--- src/rtl/pdc_pkg.sv ---
// pdc_pkg: shared types and constants of the pwm duty capture block
`timescale 1ns / 1ps

package pdc_pkg;

  // item kinds after classification
  typedef enum logic [1:0] {
    K_RISE      = 2'd0,
    K_FALL      = 2'd1,
    K_QUERY     = 2'd2,
    K_QUERY_OOR = 2'd3
  } kind_t;

  // raw operation codes on the input stream
  localparam logic [1:0] OP_RISE  = 2'd0;
  localparam logic [1:0] OP_FALL  = 2'd1;
  localparam logic [1:0] OP_QUERY = 2'd2;

  localparam int CAP_W   = 32;
  localparam int TIME_W  = 48;
  localparam int DUTY_W  = 14;
  localparam int TMO_W   = 16;
  localparam int NUM_W   = CAP_W + DUTY_W;   // high * 10000 fits here
  localparam int CNT_W   = $clog2(DUTY_W);
  localparam int THRESH_W = 26;              // (65535 + 1) * 1000 fits here

  localparam logic [DUTY_W-1:0]   DUTY_FULL    = 14'd10000;
  localparam logic [9:0]          US_PER_MS    = 10'd1000;
  localparam logic [THRESH_W-1:0] THRESH_RESET = 26'd101000;  // timeout 100 ms

  localparam int S_TDATA_W = 88;
  localparam int M_TDATA_W = 16;

  localparam int QUEUE_DEPTH = 2;
  localparam int QPTR_W      = $clog2(QUEUE_DEPTH);

  typedef struct packed {
    kind_t              kind;
    logic               ch;
    logic [CAP_W-1:0]   cap;
    logic [TIME_W-1:0]  now;
  } cmd_t;

endpackage

--- src/rtl/pdc_front.sv ---
// pdc_front: accepts input items, classifies them and drops the ignored ones
`timescale 1ns / 1ps

module pdc_front #(
  parameter int NUM_CHANNELS = 2
) (
  input  logic                           s_axis_tvalid,
  output logic                           s_axis_tready,
  input  logic [pdc_pkg::S_TDATA_W-1:0]  s_axis_tdata,
  input  logic [1:0]                     s_axis_tuser,
  input  logic                           q_full,
  output logic                           q_push,
  output pdc_pkg::cmd_t                  q_cmd
);

  localparam logic [4:0] NUM_CH_V = 5'(NUM_CHANNELS);

  logic ch;
  logic in_range;
  logic keep;

  assign ch       = s_axis_tdata[0];
  assign in_range = 5'(ch) < NUM_CH_V;

  always_comb begin
    q_cmd.ch  = ch;
    q_cmd.cap = s_axis_tdata[pdc_pkg::CAP_W:1];
    q_cmd.now = s_axis_tdata[pdc_pkg::CAP_W+pdc_pkg::TIME_W:pdc_pkg::CAP_W+1];
    q_cmd.kind = pdc_pkg::K_RISE;
    keep = 1'b0;
    unique case (s_axis_tuser)
      pdc_pkg::OP_RISE: begin
        q_cmd.kind = pdc_pkg::K_RISE;
        keep = in_range;
      end
      pdc_pkg::OP_FALL: begin
        q_cmd.kind = pdc_pkg::K_FALL;
        keep = in_range;
      end
      pdc_pkg::OP_QUERY: begin
        q_cmd.kind = in_range ? pdc_pkg::K_QUERY : pdc_pkg::K_QUERY_OOR;
        keep = 1'b1;
      end
      default: begin
        keep = 1'b0;  // unused code, swallowed
      end
    endcase
  end

  assign s_axis_tready = !q_full;
  assign q_push        = s_axis_tvalid && !q_full && keep;

endmodule

--- src/rtl/pdc_fifo.sv ---
// pdc_fifo: short command queue between front and back
`timescale 1ns / 1ps

module pdc_fifo (
  input  logic          clk,
  input  logic          rst,
  input  logic          push,
  input  pdc_pkg::cmd_t push_cmd,
  output logic          full,
  input  logic          pop,
  output pdc_pkg::cmd_t head_cmd,
  output logic          empty
);

  pdc_pkg::cmd_t entries [pdc_pkg::QUEUE_DEPTH];
  logic [pdc_pkg::QPTR_W-1:0] wr_ptr;
  logic [pdc_pkg::QPTR_W-1:0] rd_ptr;
  logic [pdc_pkg::QPTR_W:0]   count;

  assign full     = count == (pdc_pkg::QPTR_W+1)'(pdc_pkg::QUEUE_DEPTH);
  assign empty    = count == '0;
  assign head_cmd = entries[rd_ptr];

  always_ff @(posedge clk) begin
    if (push) begin
      entries[wr_ptr] <= push_cmd;
    end
  end

  always_ff @(posedge clk) begin
    if (rst) begin
      wr_ptr <= '0;
      rd_ptr <= '0;
      count  <= '0;
    end else begin
      if (push) begin
        wr_ptr <= wr_ptr + 1'b1;
      end
      if (pop) begin
        rd_ptr <= rd_ptr + 1'b1;
      end
      unique case ({push, pop})
        2'b10:   count <= count + 1'b1;
        2'b01:   count <= count - 1'b1;
        default: count <= count;
      endcase
    end
  end

endmodule

--- src/rtl/pdc_divider.sv ---
// pdc_divider: restoring divider, one quotient bit per cycle
`timescale 1ns / 1ps

module pdc_divider (
  input  logic                          clk,
  input  logic                          rst,
  input  logic                          start,
  input  logic [pdc_pkg::NUM_W-1:0]     numer,
  input  logic [pdc_pkg::CAP_W-1:0]     denom,
  output logic                          done,
  output logic [pdc_pkg::DUTY_W-1:0]    quot
);

  // caller guarantees the quotient fits DUTY_W bits, so the upper
  // numerator bits start out below the divisor
  logic [pdc_pkg::CAP_W-1:0]  rem;
  logic [pdc_pkg::CAP_W-1:0]  den_r;
  logic [pdc_pkg::DUTY_W-1:0] nlo;
  logic [pdc_pkg::CNT_W-1:0]  cnt;
  logic                       busy;
  logic [pdc_pkg::CAP_W:0]    trial;
  logic [pdc_pkg::CAP_W:0]    diff;
  logic                       fits;

  assign trial = {rem, nlo[pdc_pkg::DUTY_W-1]};
  assign diff  = trial - {1'b0, den_r};
  assign fits  = trial >= {1'b0, den_r};

  always_ff @(posedge clk) begin
    if (start) begin
      rem   <= numer[pdc_pkg::NUM_W-1:pdc_pkg::DUTY_W];
      nlo   <= numer[pdc_pkg::DUTY_W-1:0];
      den_r <= denom;
      quot  <= '0;
    end else if (busy) begin
      rem  <= fits ? diff[pdc_pkg::CAP_W-1:0] : trial[pdc_pkg::CAP_W-1:0];
      nlo  <= {nlo[pdc_pkg::DUTY_W-2:0], 1'b0};
      quot <= {quot[pdc_pkg::DUTY_W-2:0], fits};
    end
  end

  always_ff @(posedge clk) begin
    if (rst) begin
      busy <= 1'b0;
      done <= 1'b0;
      cnt  <= '0;
    end else begin
      done <= 1'b0;
      if (start) begin
        busy <= 1'b1;
        cnt  <= pdc_pkg::CNT_W'(pdc_pkg::DUTY_W - 1);
      end else if (busy) begin
        cnt <= cnt - 1'b1;
        if (cnt == '0) begin
          busy <= 1'b0;
          done <= 1'b1;
        end
      end
    end
  end

endmodule

--- src/rtl/pdc_back.sv ---
// pdc_back: per-channel state, command sequencer and result register
`timescale 1ns / 1ps

module pdc_back #(
  parameter int NUM_CHANNELS = 2
) (
  input  logic                          clk,
  input  logic                          rst,
  input  logic                          timeout_wr_en,
  input  logic [pdc_pkg::TMO_W-1:0]     timeout_wr_data,
  input  logic                          q_empty,
  input  pdc_pkg::cmd_t                 q_head,
  output logic                          q_pop,
  output logic                          m_axis_tvalid,
  input  logic                          m_axis_tready,
  output logic [pdc_pkg::M_TDATA_W-1:0] m_axis_tdata,
  output logic                          m_axis_tuser
);

  localparam int CH_IDX_W = (NUM_CHANNELS > 1) ? $clog2(NUM_CHANNELS) : 1;

  typedef enum logic [2:0] {
    S_IDLE,
    S_MUL,
    S_DIV_GO,
    S_DIV,
    S_AGE,
    S_REPORT
  } state_t;

  state_t state;

  logic [pdc_pkg::CAP_W-1:0]  rise_time      [NUM_CHANNELS];
  logic [pdc_pkg::CAP_W-1:0]  period_count   [NUM_CHANNELS];
  logic                       rise_seen_flag [NUM_CHANNELS];
  logic [pdc_pkg::DUTY_W-1:0] duty_value     [NUM_CHANNELS];
  logic                       valid_flag     [NUM_CHANNELS];
  logic [pdc_pkg::TIME_W-1:0] last_update_us [NUM_CHANNELS];

  logic [pdc_pkg::THRESH_W-1:0] expire_thresh;

  pdc_pkg::cmd_t              cmd_r;
  logic [pdc_pkg::CAP_W-1:0]  high_r;
  logic [pdc_pkg::CAP_W-1:0]  period_r;
  logic [pdc_pkg::NUM_W-1:0]  product_r;
  logic [pdc_pkg::TIME_W-1:0] age_r;
  logic                       age_borrow_r;
  logic                       expire_r;

  logic                        out_ch;
  logic [pdc_pkg::DUTY_W-1:0]  out_duty;
  logic                        out_flag;

  logic                        rd_ch;
  logic [CH_IDX_W-1:0]         idx;
  logic [pdc_pkg::CAP_W-1:0]   rd_high;
  logic [pdc_pkg::TIME_W:0]    age_full;
  logic [pdc_pkg::NUM_W-1:0]   product;
  logic                        div_done;
  logic [pdc_pkg::DUTY_W-1:0]  div_quot;
  logic                        report_fire;

  // one read port on the channel state: the queue head while idle, else the
  // command in flight
  assign rd_ch    = (state == S_IDLE) ? q_head.ch : cmd_r.ch;
  assign idx      = CH_IDX_W'(rd_ch);
  assign rd_high  = q_head.cap - rise_time[idx];
  assign age_full = {1'b0, q_head.now} - {1'b0, last_update_us[idx]};
  assign product  = pdc_pkg::NUM_W'(high_r) * pdc_pkg::NUM_W'(pdc_pkg::DUTY_FULL);

  // result register is free, or empties at this edge
  assign report_fire = (state == S_REPORT) && (!m_axis_tvalid || m_axis_tready);

  assign q_pop = (state == S_IDLE) && !q_empty;

  pdc_divider u_div (
    .clk   (clk),
    .rst   (rst),
    .start (state == S_DIV_GO),
    .numer (product_r),
    .denom (period_r),
    .done  (div_done),
    .quot  (div_quot)
  );

  always_ff @(posedge clk) begin
    if (rst) begin
      expire_thresh <= pdc_pkg::THRESH_RESET;
    end else if (timeout_wr_en) begin
      // age / 1000 > timeout  is  age >= (timeout + 1) * 1000
      expire_thresh <= pdc_pkg::THRESH_W'(
        ({11'b0, timeout_wr_data} + 27'd1) * {17'b0, pdc_pkg::US_PER_MS});
    end
  end

  always_ff @(posedge clk) begin
    if (rst) begin
      state         <= S_IDLE;
      m_axis_tvalid <= 1'b0;
      for (int i = 0; i < NUM_CHANNELS; i++) begin
        rise_time[i]      <= '0;
        period_count[i]   <= '0;
        rise_seen_flag[i] <= 1'b0;
        duty_value[i]     <= '0;
        valid_flag[i]     <= 1'b0;
        last_update_us[i] <= '0;
      end
    end else begin
      if (m_axis_tvalid && m_axis_tready && !report_fire) begin
        m_axis_tvalid <= 1'b0;
      end
      unique case (state)
        S_IDLE: begin
          if (!q_empty) begin
            cmd_r <= q_head;
            unique case (q_head.kind)
              pdc_pkg::K_RISE: begin
                if (rise_seen_flag[idx]) begin
                  period_count[idx] <= rd_high;
                end
                rise_time[idx]      <= q_head.cap;
                rise_seen_flag[idx] <= 1'b1;
              end
              pdc_pkg::K_FALL: begin
                if (rise_seen_flag[idx] && period_count[idx] != '0) begin
                  high_r   <= rd_high;
                  period_r <= period_count[idx];
                  state    <= S_MUL;
                end
              end
              pdc_pkg::K_QUERY: begin
                age_r        <= age_full[pdc_pkg::TIME_W-1:0];
                age_borrow_r <= age_full[pdc_pkg::TIME_W];
                state        <= S_AGE;
              end
              pdc_pkg::K_QUERY_OOR: begin
                expire_r <= 1'b0;
                state    <= S_REPORT;
              end
              default: begin
                state <= S_IDLE;
              end
            endcase
          end
        end
        S_MUL: begin
          if (high_r >= period_r) begin
            // ratio at or above one: clamp to full scale
            duty_value[idx]     <= pdc_pkg::DUTY_FULL;
            valid_flag[idx]     <= 1'b1;
            last_update_us[idx] <= cmd_r.now;
            state               <= S_IDLE;
          end else begin
            product_r <= product;
            state     <= S_DIV_GO;
          end
        end
        S_DIV_GO: begin
          state <= S_DIV;
        end
        S_DIV: begin
          if (div_done) begin
            duty_value[idx]     <= div_quot;
            valid_flag[idx]     <= 1'b1;
            last_update_us[idx] <= cmd_r.now;
            state               <= S_IDLE;
          end
        end
        S_AGE: begin
          expire_r <= valid_flag[idx] && !age_borrow_r &&
                      (age_r >= pdc_pkg::TIME_W'(expire_thresh));
          state    <= S_REPORT;
        end
        S_REPORT: begin
          if (report_fire) begin
            m_axis_tvalid <= 1'b1;
            out_ch        <= cmd_r.ch;
            if (cmd_r.kind == pdc_pkg::K_QUERY_OOR) begin
              out_duty <= '0;
              out_flag <= 1'b0;
            end else if (expire_r) begin
              valid_flag[idx]     <= 1'b0;
              duty_value[idx]     <= '0;
              rise_seen_flag[idx] <= 1'b0;
              out_duty            <= '0;
              out_flag            <= 1'b0;
            end else begin
              out_duty <= duty_value[idx];
              out_flag <= valid_flag[idx];
            end
            state <= S_IDLE;
          end
        end
        default: begin
          state <= S_IDLE;
        end
      endcase
    end
  end

  assign m_axis_tdata = {1'b0, out_duty, out_ch};
  assign m_axis_tuser = out_flag;

endmodule

--- src/rtl/pwm_duty_capture.sv ---
// pwm_duty_capture: top level of the per-channel pwm duty meter
`timescale 1ns / 1ps

// channel     dir   tdata (lsb first)                           tuser
// s_axis      in    channel[0], capture_value[32:1],            operation[1:0]
//                   now_us[80:33], zero pad to 88
// m_axis      out   result_channel[0], duty_hundredths[14:1],   duty_valid[0]
//                   zero pad to 16
// timeout_wr  in    timeout_ms[15:0] written when timeout_wr_en is high
//
// flow: the front takes an item in the cycle it arrives while the two-entry
// queue has room; the back does a rising or ignored falling edge in S_IDLE,
// a clamped one via S_MUL, one that divides via S_MUL, S_DIV_GO and S_DIV
// (14 quotient bits, one per cycle in the shared divider), a query via S_AGE
// and S_REPORT (out of range: S_REPORT); unused codes never reach the back
// reset: synchronous rst clears all channel state, the queue and the result
// register's tvalid, and sets timeout_ms back to 100
// stalls: a result waiting in the output register holds the next query in its
// report step; items behind it collect in the queue until s_axis_tready drops

module pwm_duty_capture #(
  parameter int NUM_CHANNELS = 2
) (
  input  logic        clk,
  input  logic        rst,
  // timeout_ms register
  input  logic        timeout_wr_en,
  input  logic [15:0] timeout_wr_data,
  // input items
  input  logic        s_axis_tvalid,
  output logic        s_axis_tready,
  input  logic [87:0] s_axis_tdata,   // channel, capture_value, now_us, pad
  input  logic [1:0]  s_axis_tuser,   // operation
  // result items
  output logic        m_axis_tvalid,
  input  logic        m_axis_tready,
  output logic [15:0] m_axis_tdata,   // result_channel, duty_hundredths, pad
  output logic        m_axis_tuser    // duty_valid
);

  // classified command between front and queue
  logic          q_push;
  pdc_pkg::cmd_t q_in;
  logic          q_full;
  // queue head toward the back
  logic          q_pop;
  pdc_pkg::cmd_t q_head;
  logic          q_empty;

  // front: decode operation, range-check channel, drop ignored items
  pdc_front #(
    .NUM_CHANNELS (NUM_CHANNELS)
  ) u_front (
    .s_axis_tvalid (s_axis_tvalid),
    .s_axis_tready (s_axis_tready),
    .s_axis_tdata  (s_axis_tdata),
    .s_axis_tuser  (s_axis_tuser),
    .q_full        (q_full),
    .q_push        (q_push),
    .q_cmd         (q_in)
  );

  // short queue so the front keeps accepting while the back divides
  pdc_fifo u_fifo (
    .clk      (clk),
    .rst      (rst),
    .push     (q_push),
    .push_cmd (q_in),
    .full     (q_full),
    .pop      (q_pop),
    .head_cmd (q_head),
    .empty    (q_empty)
  );

  // back: channel state, duty divide, expiry, result register
  pdc_back #(
    .NUM_CHANNELS (NUM_CHANNELS)
  ) u_back (
    .clk             (clk),
    .rst             (rst),
    .timeout_wr_en   (timeout_wr_en),
    .timeout_wr_data (timeout_wr_data),
    .q_empty         (q_empty),
    .q_head          (q_head),
    .q_pop           (q_pop),
    .m_axis_tvalid   (m_axis_tvalid),
    .m_axis_tready   (m_axis_tready),
    .m_axis_tdata    (m_axis_tdata),
    .m_axis_tuser    (m_axis_tuser)
  );

endmodule

--- config.mk ---
export PLATFORM = sky130hd
export DESIGN_NAME = pwm_duty_capture
export DESIGN_NICKNAME = d
export VERILOG_FILES = /design/src/rtl/pdc_pkg.sv /design/src/rtl/pdc_front.sv /design/src/rtl/pdc_fifo.sv /design/src/rtl/pdc_divider.sv /design/src/rtl/pdc_back.sv /design/src/rtl/pwm_duty_capture.sv
export SDC_FILE = /design/constraint.sdc
export NUM_CORES = 2
export LEC_CHECK = 0
export BUFFER_PORTS_ARGS = -buffer_cell sky130_fd_sc_hd__buf_4
export CAP_MARGIN = 20
export CELL_PAD_IN_SITES_DETAIL_PLACEMENT = 1
export CELL_PAD_IN_SITES_GLOBAL_PLACEMENT = 1
export CORE_UTILIZATION = 47
export DETAILED_ROUTE_END_ITERATION = 10
export PLACE_DENSITY = 0.82
export SYNTH_ARGS = -nofsm -noshare
export SYNTH_HDL_FRONTEND = slang
export SYNTH_SLANG_ARGS = --single-unit
--- constraint.sdc ---
create_clock -name clk -period 5.9 [get_ports clk]
set_input_delay 0.885 -clock clk [delete_from_list [all_inputs] [get_ports clk]]
set_output_delay 0.885 -clock clk [all_outputs]
set_load 0.02 [all_outputs]
* Yosys cells after proc, flatten, opt, wreduce, memory -nomap -nowiden
Memory sizes are Yosys's and may differ from the RTL's. A register that Yosys moved wholly into a read port is not among the register bits. Cells that the tools add are included. Widths: inputs -> output; s select.
Word-level totals: bits in registers 337, memory bits (writable) 422, input bits 111, logic and storage cells 201, memories kept 7
Cells by class: add/sub/neg operators 9, multipliers 2, magnitude comparators 3, equal/unequal tests 20, muxes and demuxes 83, bitwise logic cells 10, reduce and logical (&&, ||, !) cells 41
Memory list:
- u_fifo.entries | depth 2, width 83, rd ports 1, clocked after memory_dff 1, wr ports 1, line pdc_fifo.sv:15 | pdc_pkg::cmd_t entries [pdc_pkg::QUEUE_DEPTH];
- u_back.last_update_us | depth 2, width 48, rd ports 1, clocked after memory_dff 0, wr ports 2, line pdc_back.sv:38 | logic [pdc_pkg::TIME_W-1:0] last_update_us [NUM_CHANNELS];
- u_back.period_count | depth 2, width 32, rd ports 1, clocked after memory_dff 0, wr ports 2, line pdc_back.sv:34 | logic [pdc_pkg::CAP_W-1:0] period_count [NUM_CHANNELS];
- u_back.rise_time | depth 2, width 32, rd ports 1, clocked after memory_dff 0, wr ports 2, line pdc_back.sv:33 | logic [pdc_pkg::CAP_W-1:0] rise_time [NUM_CHANNELS];
- u_back.duty_value | depth 2, width 14, rd ports 1, clocked after memory_dff 1, wr ports 2, line pdc_back.sv:36 | logic [pdc_pkg::DUTY_W-1:0] duty_value [NUM_CHANNELS];
- u_back.rise_seen_flag | depth 2, width 1, rd ports 1, clocked after memory_dff 0, wr ports 2, line pdc_back.sv:35 | logic rise_seen_flag [NUM_CHANNELS];
- 1 more memories
Operator list (count):
- $mux 32 | 5
- $mux 48 | 2
- $mux 14 | 5
- $reduce_or 32->1 | 2
- $sub 32x32->32 | 2
- $mux 1 | 59
- $sub 48x48->49 | 1
- $ge 48x26->1 | 1
- $reduce_or 48->1 | 1
- $mul 32x10->42 const B | 1
- $ge 33x32->1 | 1
- $ge 32x32->1 | 1
- $reduce_bool 32->1 | 1
- $mul 27x7->23 const B | 1
- $pmux 3 s6 | 1
- $add 16x1->17 const B | 1
- $reduce_or 14->1 | 1
- $eq 2x2->1 const B | 6
- $mux 3 | 4
- $reduce_and 5->1 | 2
- $logic_and 1x1->1 | 9
- $pmux 3 s3 | 1
- $reduce_and 3->1 | 3
- $mux 4 | 2
- 27 further kinds | 55

* Longest topological paths before layout
An unclocked memory read counts as a cell.
depth in word-level cells 11, mapped depth 22

* By module
A second synthesis with hierarchy kept.
Unflattened totals: cells, all modules 4092, area total of the unflattened synthesis 45974.1 µm²
By module, submodules not included:
- pdc_back | instances 1, cells each 3121, area each 33061.7 µm², sequential area each 14924.3 µm²
- pdc_fifo | instances 1, cells each 280, area each 6187.2 µm², sequential area each 5084.9 µm²
- pdc_divider | instances 1, cells each 605, area each 6085.8 µm², sequential area each 2742.6 µm²
- pdc_front | instances 1, cells each 86, area each 639.4 µm², sequential area each 0.0 µm²

* Worst setup path after synthesis
Ideal clock, no wire load.
path type input to register, start point in rst, end point reg u_back.age_borrow_r (enable), arrival time 5.829 ns, path slack -0.506 ns, stages on the path 2, path through clkbuf_1 nor4_1
Between the ends: cells in the longest elaborated chain, start to end 2
Ends and longest elaborated chain:
- from (decl) | line pwm_duty_capture.sv:25 | input logic rst,
- $not 1->1 (no line)
- $reduce_and 4->1 (no line)
- to (signal assigned) | line pdc_back.sv:133 | age_borrow_r <= age_full[pdc_pkg::TIME_W];
- to (decl) | line pdc_back.sv:47 | logic age_borrow_r;
Every way passes these cells. A chain may end at the register's enable or synchronous reset.

* Worst setup path in the final report
start point reg u_back.high_r[14] (netlist name), end point reg u_back.product_r[42] (netlist name) (data pin)
Between the ends: cells in the longest elaborated chain, start to end 1
Ends and longest elaborated chain:
- from (decl) | line pdc_back.sv:43 | logic [pdc_pkg::CAP_W-1:0] high_r;
- from (signal assigned) | line pdc_back.sv:126 | high_r <= rd_high;
- $mul 32x10->42 | line pdc_back.sv:69 | assign product = pdc_pkg::NUM_W'(high_r) * pdc_pkg::NUM_W'(pdc_pkg::DUTY_FULL);
- via u_back.product (one bit) | line pdc_back.sv:58 | logic [pdc_pkg::NUM_W-1:0] product;
- to (signal assigned) | line pdc_back.sv:154 | product_r <= product;
- to (decl) | line pdc_back.sv:45 | logic [pdc_pkg::NUM_W-1:0] product_r;
The timed path passes the listed nets, and every way through them passes these cells.

==> qor.csv <==
stage,metric,value,unit
status,result_of_the_run,finished clean,
hold_path,endpoint_worst_hold,u_fifo.entries[1][4],
place,placed_cell_area,47400,um^2
yosys,synth_top_cell_area_share,0.485,
floorplanning,dieHeight,310,um
global_routing,grt_pass1_wl,174000,um
place,place.detailed.hpwl,80100,um
detailed_routing,dr_total_vias,29400,
pwr,max_ir_drop_vdd,283,uV
worst_setup_path,timing.critical_path.from_type,flip-flop,
yosys,synth_enable_flop_cells,719,
timing,share_of_the_cycle_needed_by_the_critical_path_after_routing,0.977,
floorplanning,die-area,96000,um^2
finish,fillerInstances,9814,
floorplanning,top_level_i_o_count,130,
run,drv.max_cap_violation_count,0,
worst_setup_path,critical_path.cell_chain,"buf_4, fa_1, ha_1, inv_1, fa_1, inv_1, ha_1, inv_1, fa_1, inv_1, ha_1, nand2_1, nor3_1, nand2_1, nor3b_1, o311ai_1, buf_4, a21oi_1, buf_4, a211o_1, a21oi_1, xnor2_1",
worst_setup_path,crit_family,adder cells,
worst_setup_path,worstSetupEndpointType,flip-flop,
yosys,synth_most_common_cell,edfxtp_1,
worst_setup_path,crit_path_max_fanout,5,
global_routing,pin_count_of_the_biggest_net_entering_global_routing,83,
clock_network,htree_num_levels,3,
finish,postLayoutCellArea,50300,um^2
clock_network,number_of_buffers_created_by_cts,84,
floorplanning,initial_utilization,0.476,
detailed_routing,drt_first_pass_iters,5,
worst_setup_path,timing.reg2reg.setup_slack,0.13,ns
yosys,ys.warnings.count,0,
worst_setup_path,path_common_cell,inv_1,
worst_setup_path,worstSetupPathType,flip-flop to flip-flop,
detailed_routing,detail-route-antenna-nets,0,
pwr,power_leakage,0.0214,uW
worst_setup_path,worst-path-buf-inv,7,
clock_network,cts_buffer_depth,3,
finish,antenna_diode_count,0,
detailed_routing,finalWirelength,110000,um
yosys,proportion_of_register_bits_with_asynchronous_set_or_reset_after_synthesis,0,
global_routing,via_count_of_the_first_global_routing_pass,32100,
pwr,pwrdens,471,nW/um^2
hold_path,hp-start,s_axis_tdata[37],
clock_network,clock_tree.root_cell,clkbuf_16,
worst_setup_path,timing.critical_path.arrival,6.19,ns
place,finalWeightedCongestion,0.847,
worst_setup_path,critical_path_depth,22,
worst_setup_path,reg2reg_to,u_back.product_r[42],
worst_setup_path,worst_r2r_path_depth,22,
floorplanning,design.core.area,93600,um^2
yosys,post-synth-top-area-cell,edfxtp_1,
clock_network,clk_latency,0.68,ns
global_routing,grt_usage,0.232,
global_routing,antenna_violations_before_repair,2,
clock_network,tritoncts,built,
timing,maxClockFrequency,0.173,GHz
worst_setup_path,critical_path_required,6.32,ns
yosys,postSynthNetCount,4440,
hold_path,min_path_type,input pin to flip-flop,
place,placement.io_buffers,121,
worst_setup_path,critical-path-max-stage-delay,0.56,ns
timing,finalWorstSetupSlack,0.135,ns
clock_network,clock-sinks,771,
floorplanning,die-width,310,um
yosys,seq_area_frac_synth,0.508,
yosys,synth_area_per_cell,11.5,um^2
finish,layout.nets,4648,
yosys,post_synth_most_frequent_cells,"edfxtp_1, inv_1, ha_1, nor2_1, nand2_1",
timing,slew_headroom,0.288,
timing,rsz0062_at_grt,yes,
timing,final_period_minus_worst_setup_slack,5.77,ns
timing,worstMarginPinSlew,1.07,ns
detailed_routing,post_drt_via_cell_ratio,5.45,
detailed_routing,drc,0,
finish,post_route_cells_drive_above_1_share,0.112,
yosys,synth-seq-cells,771,
timing,fin_tns_setup,0,ns
floorplanning,fp-row-count,112,
yosys,synth_top_flop_cell,edfxtp_1,
yosys,synthDistinctLibCells,82,
timing,finClkSkew,0.0477,ns
timing,final-max-slew-violation-count,0,
worst_setup_path,rr_startpoint,u_back.high_r[14],
detailed_routing,routed_wire_length_per_instance,20.5,um
place,pre_cts_slack,-0.110,ns
worst_setup_path,cp_slowest_cell,fa_1,
yosys,synth_area_leaders,"edfxtp_1, ha_1, fa_1, inv_1, mux2i_1",
detailed_routing,drt-initial-drc-count,1611,
clock_network,clock_slew_at_reported_path_ffs,0.06,ns
global_routing,grt_overflow_total,0,
timing,setup-violations-final,0,
timing,timing.final.hold_violations,0,
hold_path,min_delay_path_depth,1,
finish,area_overhead_of_the_layout_relative_to_synthesis,12.9,%
yosys,syn_inst,3856,
yosys,synthesis.area,44500,um^2
[layer usage]
metal  up-vias  global-route usage  share of wire
met2       625               0.395           0.49
li1      13800                   -              -
met1     14700               0.306           0.44
met5         -                   0              0
met4         0              0.0774          0.027
met3       182              0.0307          0.044
[cell type report]
type / instances / area, um^2 / share of cell area
clock buffer: 113 / 2250 / 0.0448
clock inverter: 40 / 400 / 0.00796
inverter: 563 / 2110 / 0.0420
multi-input combinational: 2413 / 19500 / 0.388
sequential: 771 / 22600 / 0.450
tap: 1254 / 1570 / 0.0312
timing repair buffer: 231 / 1810 / 0.0360
[timing repair]
item,CTS,global route
buffers inserted,0,19
setup endpoints to repair,0,6
hold buffers,0,0
gates resized for setup,0,7
hold endpoints to repair,0,0
[cells by family (layout without fill, tap and decap cells)]
family | Yosys count | after routing | share of synthesized area
XOR/XNOR | 170 | 170 | 0.0334
buffers and inverters | 672 | 947 | 0.0580
flip-flops | 771 | 771 | 0.508
AND/OR/NAND/NOR | 931 | 931 | 0.101
other | 1 | 1 | 0.0000842
multiplexers | 235 | 235 | 0.0550
adder cells (fa/ha/maj) | 473 | 473 | 0.156
AO/OA/AOI/OAI | 603 | 603 | 0.0885
[cell usage in the layout, fill, tap and decap left out, types with 31 or more instances in the layout]
cell         n
edfxtp_1   719
inv_1      562
ha_1       333
nor2_1     314
buf_4      224
nand2_1    207
a21oi_1    199
mux2i_1    160
fa_1       138
and2_1     127
xnor2_1    115
a21o_1      93
clkbuf_16   85
o21ai_0     84
mux2_2      72
xor2_1      54
dfxtp_1     51
nand3_1     49
nand2b_1    35
nor3_1      35
a211oi_1    33
nor2b_1     31
[per-stage QoR]
step / power [uW] / std cells / util / hold WS [ns]
5_1_grt: 25200 / 5385 / 0.537 / 0.371
3_5_place_dp: 18400 / 5209 / 0.506 / 0.483
4_1_cts: 23700 / 5362 / 0.534 / 0.357
3_3_place_gp: 17700 / 5209 / 0.506 / 0.469
2_1_floorplan: 15300 / 3856 / - / 0.426
6_report: 23700 / 5385 / 0.537 / 0.389
[sequential cells by signal, indices dropped and copies added (netlist names), 42 cells and up, named ones only]
| signal | cells |
|---|---|
| u_back.age_r | 48 |
| u_back.period_count | 64 |
| u_fifo.entries | 166 |
| u_back.rise_time | 64 |
| u_back.last_update_us | 96 |
| u_back.cmd_r | 51 |
| u_back.product_r | 42 |
[power breakdown]
group | switching [uW] | internal (uW) | leakage, uW | total, uW
Clock | 2210 | 2880 | 0.00127 | 5090
Combinational | 6740 | 4380 | 0.0128 | 11100
Sequential | 284 | 7190 | 0.00730 | 7470
Total | 9240 | 14400 | 0.0214 | 23700
[how the worst max path moves through the flow]
| stage | to | slack (ns) | startpoint |
|---|---|---|---|
| 3_5_place_dp | u_back.expire_thresh[25] | -0.11 | timeout_wr_data[0] |
| 4_1_cts | u_back.product_r[45] | 0.02 | u_back.high_r[21] |
| 3_3_place_gp | u_back.expire_thresh[25] | -0.03 | timeout_wr_data[0] |
| 6_report | u_back.product_r[42] | 0.13 | u_back.high_r[14] |
| 2_1_floorplan | u_back.expire_thresh[25] | 0.007 | timeout_wr_data[0] |
| 5_1_grt | u_back.product_r[45] | -0.03 | u_back.high_r[22] |
[worst reg2reg max path, delay by kind of cell, from the launching register on]
family | cells | cell delay [ns]
simple gates | 4 | 0.91
compound gates | 4 | 0.64
buf+inv | 7 | 0.79
flops | 1 | 0.50
xor+xnor | 1 | 0.14
fa+ha+maj | 6 | 2.53
No activity file was read; power rests on OpenSTA's default activity.
